$ cat config.mk
export PLATFORM = sky130hd
export DESIGN_NAME = prjb_ctrl
export DESIGN_NICKNAME = d
export VERILOG_FILES = /design/src/rtl/prjb_pkg.sv /design/src/rtl/prjb_ctrl.sv
export SDC_FILE = /design/constraint.sdc
export NUM_CORES = 1
export LEC_CHECK = 0
export ABC_AREA = 1
export CAP_MARGIN = 20
export CORE_AREA = 2 2 39 41
export CTS_BUF_LIST = sky130_fd_sc_hd__clkbuf_4 sky130_fd_sc_hd__clkbuf_8
export CTS_CLUSTER_SIZE = 12
export DETAILED_ROUTE_END_ITERATION = 8
export DIE_AREA = 0 0 41 43
export DONT_BUFFER_PORTS = 1
export PLACE_DENSITY_LB_ADDON = 0.12
export SETUP_SLACK_MARGIN = 0.4
export SYNTH_ARGS = -nofsm -noshare
export SYNTH_HDL_FRONTEND = slang
export SYNTH_SLANG_ARGS = --single-unit
$ cat constraint.sdc
create_clock -name clk -period 1.43 [get_ports clk]
set_clock_uncertainty 0.05 [all_clocks]
set_input_delay 0.0715 -clock clk [delete_from_list [all_inputs] [get_ports clk]]
set_output_delay 0.0715 -clock clk [all_outputs]
set_load 0.01 [all_outputs]
$ cat src/rtl/prjb_pkg.sv
`timescale 1ns / 1ps

package prjb_pkg;

    localparam int SLOTS     = 64;
    localparam int IDX_W     = $clog2(SLOTS);
    localparam int CNT_W     = IDX_W + 1;
    localparam int MAX_DRAIN = 16;
    localparam int WANT_W    = $clog2(MAX_DRAIN + 1);
    localparam int PS_W      = 16;
    localparam int NS_W      = 7;
    localparam int WORD_W    = 64;
    localparam int DIVC_W    = $clog2(WORD_W);
    localparam int PROD_W    = WANT_W + PS_W;
    localparam int IN_W      = 200;
    localparam int OUT_W     = 144;

    localparam logic CFG_PACKET_SIZE  = 1'b0;
    localparam logic CFG_SLOTS_IN_USE = 1'b1;

    typedef enum logic [1:0] {
        ACT_PUT     = 2'd0,
        ACT_DRAIN   = 2'd1,
        ACT_RESTART = 2'd2,
        ACT_NONE    = 2'd3
    } action_t;

    typedef enum logic [1:0] {
        ST_OK         = 2'd0,
        ST_BEHIND     = 2'd1,
        ST_AHEAD      = 2'd2,
        ST_MISALIGNED = 2'd3
    } status_t;

    typedef enum logic [3:0] {
        S_IDLE,
        S_DIV,
        S_DECIDE,
        S_PUSH,
        S_WALK_SETUP,
        S_WALK,
        S_RESULT,
        S_DRAIN_READ,
        S_DRAIN_OUT
    } state_t;

    typedef struct packed {
        logic load;
        logic div_step;
        logic decide;
        logic push;
        logic walk_setup;
        logic walk_step;
        logic result;
        logic drain_read;
        logic drain_out;
    } cmd_t;

    typedef struct packed {
        logic div_done;
        logic put_two;
        logic walk_done;
        logic drain_any;
        logic drain_last;
        logic out_busy;
    } stat_t;

    function automatic logic [IDX_W-1:0] next_idx(input logic [IDX_W-1:0] i,
                                                  input logic [NS_W-1:0] n);
        logic [NS_W-1:0] s;
        s = {{(NS_W-IDX_W){1'b0}}, i} + NS_W'(1);
        return (s == n) ? '0 : s[IDX_W-1:0];
    endfunction

endpackage

$ cat src/rtl/prjb_ctrl.sv
`timescale 1ns / 1ps

module prjb_ctrl
(
    input  logic                 clk,
    input  logic                 rst_n,
    input  logic                 in_valid,
    input  prjb_pkg::action_t    in_action,
    input  prjb_pkg::stat_t      stat,
    output logic                 in_ready,
    output prjb_pkg::cmd_t       cmd
);

    prjb_pkg::state_t state_reg;
    prjb_pkg::state_t state_next;

    always_ff @(posedge clk or negedge rst_n)
    begin
        if (!rst_n)
        begin
            state_reg <= prjb_pkg::S_IDLE;
        end
        else
        begin
            state_reg <= state_next;
        end
    end

    always_comb
    begin
        state_next = state_reg;
        unique case (state_reg)
            prjb_pkg::S_IDLE:
            begin
                if (in_valid)
                begin
                    state_next = (in_action == prjb_pkg::ACT_PUT) ? prjb_pkg::S_DIV
                                                                  : prjb_pkg::S_WALK_SETUP;
                end
            end
            prjb_pkg::S_DIV:
            begin
                if (stat.div_done)
                begin
                    state_next = prjb_pkg::S_DECIDE;
                end
            end
            prjb_pkg::S_DECIDE:
            begin
                state_next = stat.put_two ? prjb_pkg::S_PUSH : prjb_pkg::S_WALK_SETUP;
            end
            prjb_pkg::S_PUSH:
            begin
                state_next = prjb_pkg::S_WALK_SETUP;
            end
            prjb_pkg::S_WALK_SETUP:
            begin
                state_next = prjb_pkg::S_WALK;
            end
            prjb_pkg::S_WALK:
            begin
                if (stat.walk_done)
                begin
                    state_next = stat.drain_any ? prjb_pkg::S_DRAIN_READ : prjb_pkg::S_RESULT;
                end
            end
            prjb_pkg::S_RESULT:
            begin
                if (!stat.out_busy)
                begin
                    state_next = prjb_pkg::S_IDLE;
                end
            end
            prjb_pkg::S_DRAIN_READ:
            begin
                state_next = prjb_pkg::S_DRAIN_OUT;
            end
            prjb_pkg::S_DRAIN_OUT:
            begin
                if (!stat.out_busy)
                begin
                    state_next = stat.drain_last ? prjb_pkg::S_IDLE : prjb_pkg::S_DRAIN_READ;
                end
            end
            default:
            begin
                state_next = prjb_pkg::S_IDLE;
            end
        endcase
    end

    always_comb
    begin
        cmd      = '0;
        in_ready = 1'b0;
        unique case (state_reg)
            prjb_pkg::S_IDLE:
            begin
                in_ready = 1'b1;
                cmd.load = in_valid;
            end
            prjb_pkg::S_DIV:        cmd.div_step   = 1'b1;
            prjb_pkg::S_DECIDE:     cmd.decide     = 1'b1;
            prjb_pkg::S_PUSH:       cmd.push       = 1'b1;
            prjb_pkg::S_WALK_SETUP: cmd.walk_setup = 1'b1;
            prjb_pkg::S_WALK:       cmd.walk_step  = 1'b1;
            prjb_pkg::S_RESULT:     cmd.result     = !stat.out_busy;
            prjb_pkg::S_DRAIN_READ: cmd.drain_read = 1'b1;
            prjb_pkg::S_DRAIN_OUT:  cmd.drain_out  = !stat.out_busy;
            default:
            begin
                cmd = '0;
            end
        endcase
    end

endmodule

==> impl_metrics.toml <==
[sta]
relSlewSlack = 0.831
hold_ws_ns = 0.0533
fmax_mhz = 753
min_period_over_period = 0.928
setup_slack_ns = 0.103
finalSetupViolCount = 0
finalMaxSlewViolations = 0
hold_violations = 0
grt_setup_unrepaired = "yes"
tns_ns = 0
worstMarginPinSlew_ns = 0.253
finalCriticalPeriod_ns = 1.33

[placed_design]
dp_hpwl_um = 908
dpl_worst_slack_ns = 0.180
gp_congestion = 0.734
port-buffer-count = 0

[worst_setup_path]
path_cells = "inv_4 > nor3_4 > buf_4"
worstSetupPathType = "flip-flop to output pin"
slowest_stage = "dfrtp_2"
critPathRequiredTime_ns = 1.31
crit_fanout = 6
slowest_delay_ns = 0.49
crit_family = "flip-flops"
crit_buf_inv = 2
endpoint_kind = "output pin"
crit_path_start_kind = "flip-flop"
arrival_ns = 1.21

[cells_and_area]
nets = 99
diodes = 0
final_cell_mix = "nand2_1, inv_1, nand3_1, nor2_2, buf_4"
layout_commonest_cell = "nand2_1"
drive_above_1_share = 0.529
syn_to_final_growth_pct = 68.4
largest_reg_flops = 4

[status]
outcome = "completed"

[cts]
cts_made_buffers = 3
clk_latency_ns = 0.24
cts_sinks = 4
root_buffer = "clkbuf_4"
cts_tree = "done"
htree_levels = 1
cts_buffer_depth = 2
cts.clk_slew.worst_paths_ns = 0.05

[die]
core.rowCount = 14
die_area_um2 = 1760
die_h_um = 43
fp.dieW_um = 41
start_util = 0.300
fp.coreArea_um2 = 1380
ioPinCount = 21

[global_routing]
grt_overflow = 0
grt_pass1_vias = 450
grt_pass1_wl_mm = 1.84
grt_max_degree = 8
antenna_found_initial = 0
grt.total_usage = 0.148

[synthesis]
ys_seq_area_frac = 0.241
synth-seq-cells = 4
avgSynthCellArea_um2 = 5.77
synth.top_cell.area_share = 0.241
synthesis.instances = 72
synth_top_area_cell = "dfrtp_1"
netlist_top_cells_area = "dfrtp_1, nand2_1, inv_1"
syn_area_um2 = 415
synth_nets = 83
yosysWarnings = 0
synthDistinctLibCells = 14

[power_and_ir_drop]
ir_drop_v = 0.00117
finalPower_mw = 1.57
leakage_nw = 0.352
power_density_nw_per_um2 = 2240

[route]
vias = 503
drt_iter0_drc = 11
drt_wl_total_mm = 1.23
drc_errors = 0
vias_per_cell = 4.88
ant_nets = 0
first_pass_iters = 4
wl_per_cell_um = 12.0

[worst_hold_path]
hold_path_class = "primary input to async pin"

[run]
cap_violations = 0
area by class of cell:
| type | count | area [µm²] |
|---|---|---|
| Clock buffer | 4 | 30.0 |
| Multi-Input combinational cell | 53 | 375 |
| Inverter | 15 | 61.3 |
| Fill cell | 144 | 684 |
| Tap cell | 16 | 20.0 |
| Timing Repair Buffer | 11 | 108 |
| Sequential cell | 4 | 105 |
final timing paths:
path                            slack [ns]                       end  cells past startpoint                      from
max in group asynchronous             1.08  state_reg[2]$_DFFE_PN0P_                      1                     rst_n
worst max register to register        0.15  state_reg[2]$_DFFE_PN0P_                      7  state_reg[0]$_DFFE_PN0P_
min in group clk                      0.07  state_reg[0]$_DFFE_PN0P_                      5                   stat[3]
worst max-delay path                  0.10                    cmd[1]                      3  state_reg[0]$_DFFE_PN0P_
worst min register to register        0.61  state_reg[3]$_DFFE_PN0P_                      3  state_reg[2]$_DFFE_PN0P_
worst min-delay path                  0.05  state_reg[1]$_DFFE_PN0P_                      1                     rst_n
what timing repair did:
action                                  4_1_cts  5_1_grt
resized for setup                            12        8
hold buffers                                  2        0
buffers inserted                              5        2
endpoints found under the setup margin       14       14
hold endpoints to repair                      6        0
pin swaps                                     4        7
through the flow:
step	cell area (µm²)	std cells	util
final	699	103	0.505
after detailed placement	515	90	0.373
after floorplan	480	72	-
after CTS	642	101	0.464
after global placement	515	90	0.373
after global routing	699	103	0.505
per-layer routing:
layer  global-route usage  share of wire
met2                0.231           0.53
met3               0.0157          0.032
met4               0.0600          0.019
met5                    0              0
met1                0.199           0.42
worst reg2reg max path, delay by kind of cell, from the launching register on:
family | cells | cell delay [ns]
and+or+nand+nor | 6 | 0.51
buffers and inverters | 1 | 0.10
DFF | 1 | 0.49
kinds of logic (layout without fill, tap and decap cells):
| logic type | count (synthesis) | in the layout | synth area share |
|---|---|---|---|
| flip-flops | 4 | 4 | 0.241 |
| AO/OA/AOI/OAI | 1 | 1 | 0.0181 |
| AND/OR/NAND/NOR | 52 | 52 | 0.605 |
| buffers and inverters | 15 | 30 | 0.136 |
power breakdown:
part	switching [mW]	total, mW	internal, mW	leakage (nW)
Combinational	0.638	1.10	0.458	0.287
Clock	0.0505	0.174	0.124	0.0184
Sequential	0.125	0.295	0.170	0.0459
cells in the mapped netlist (all sizes together):
cell and n:
nand2 18, inv 15, nor2 14, nand3 11
dfrtp 4, nor3 4, nand3b 2, nand4 1
nor4 1, o21bai 1, or2 1
(Power assumes the default switching activity.)
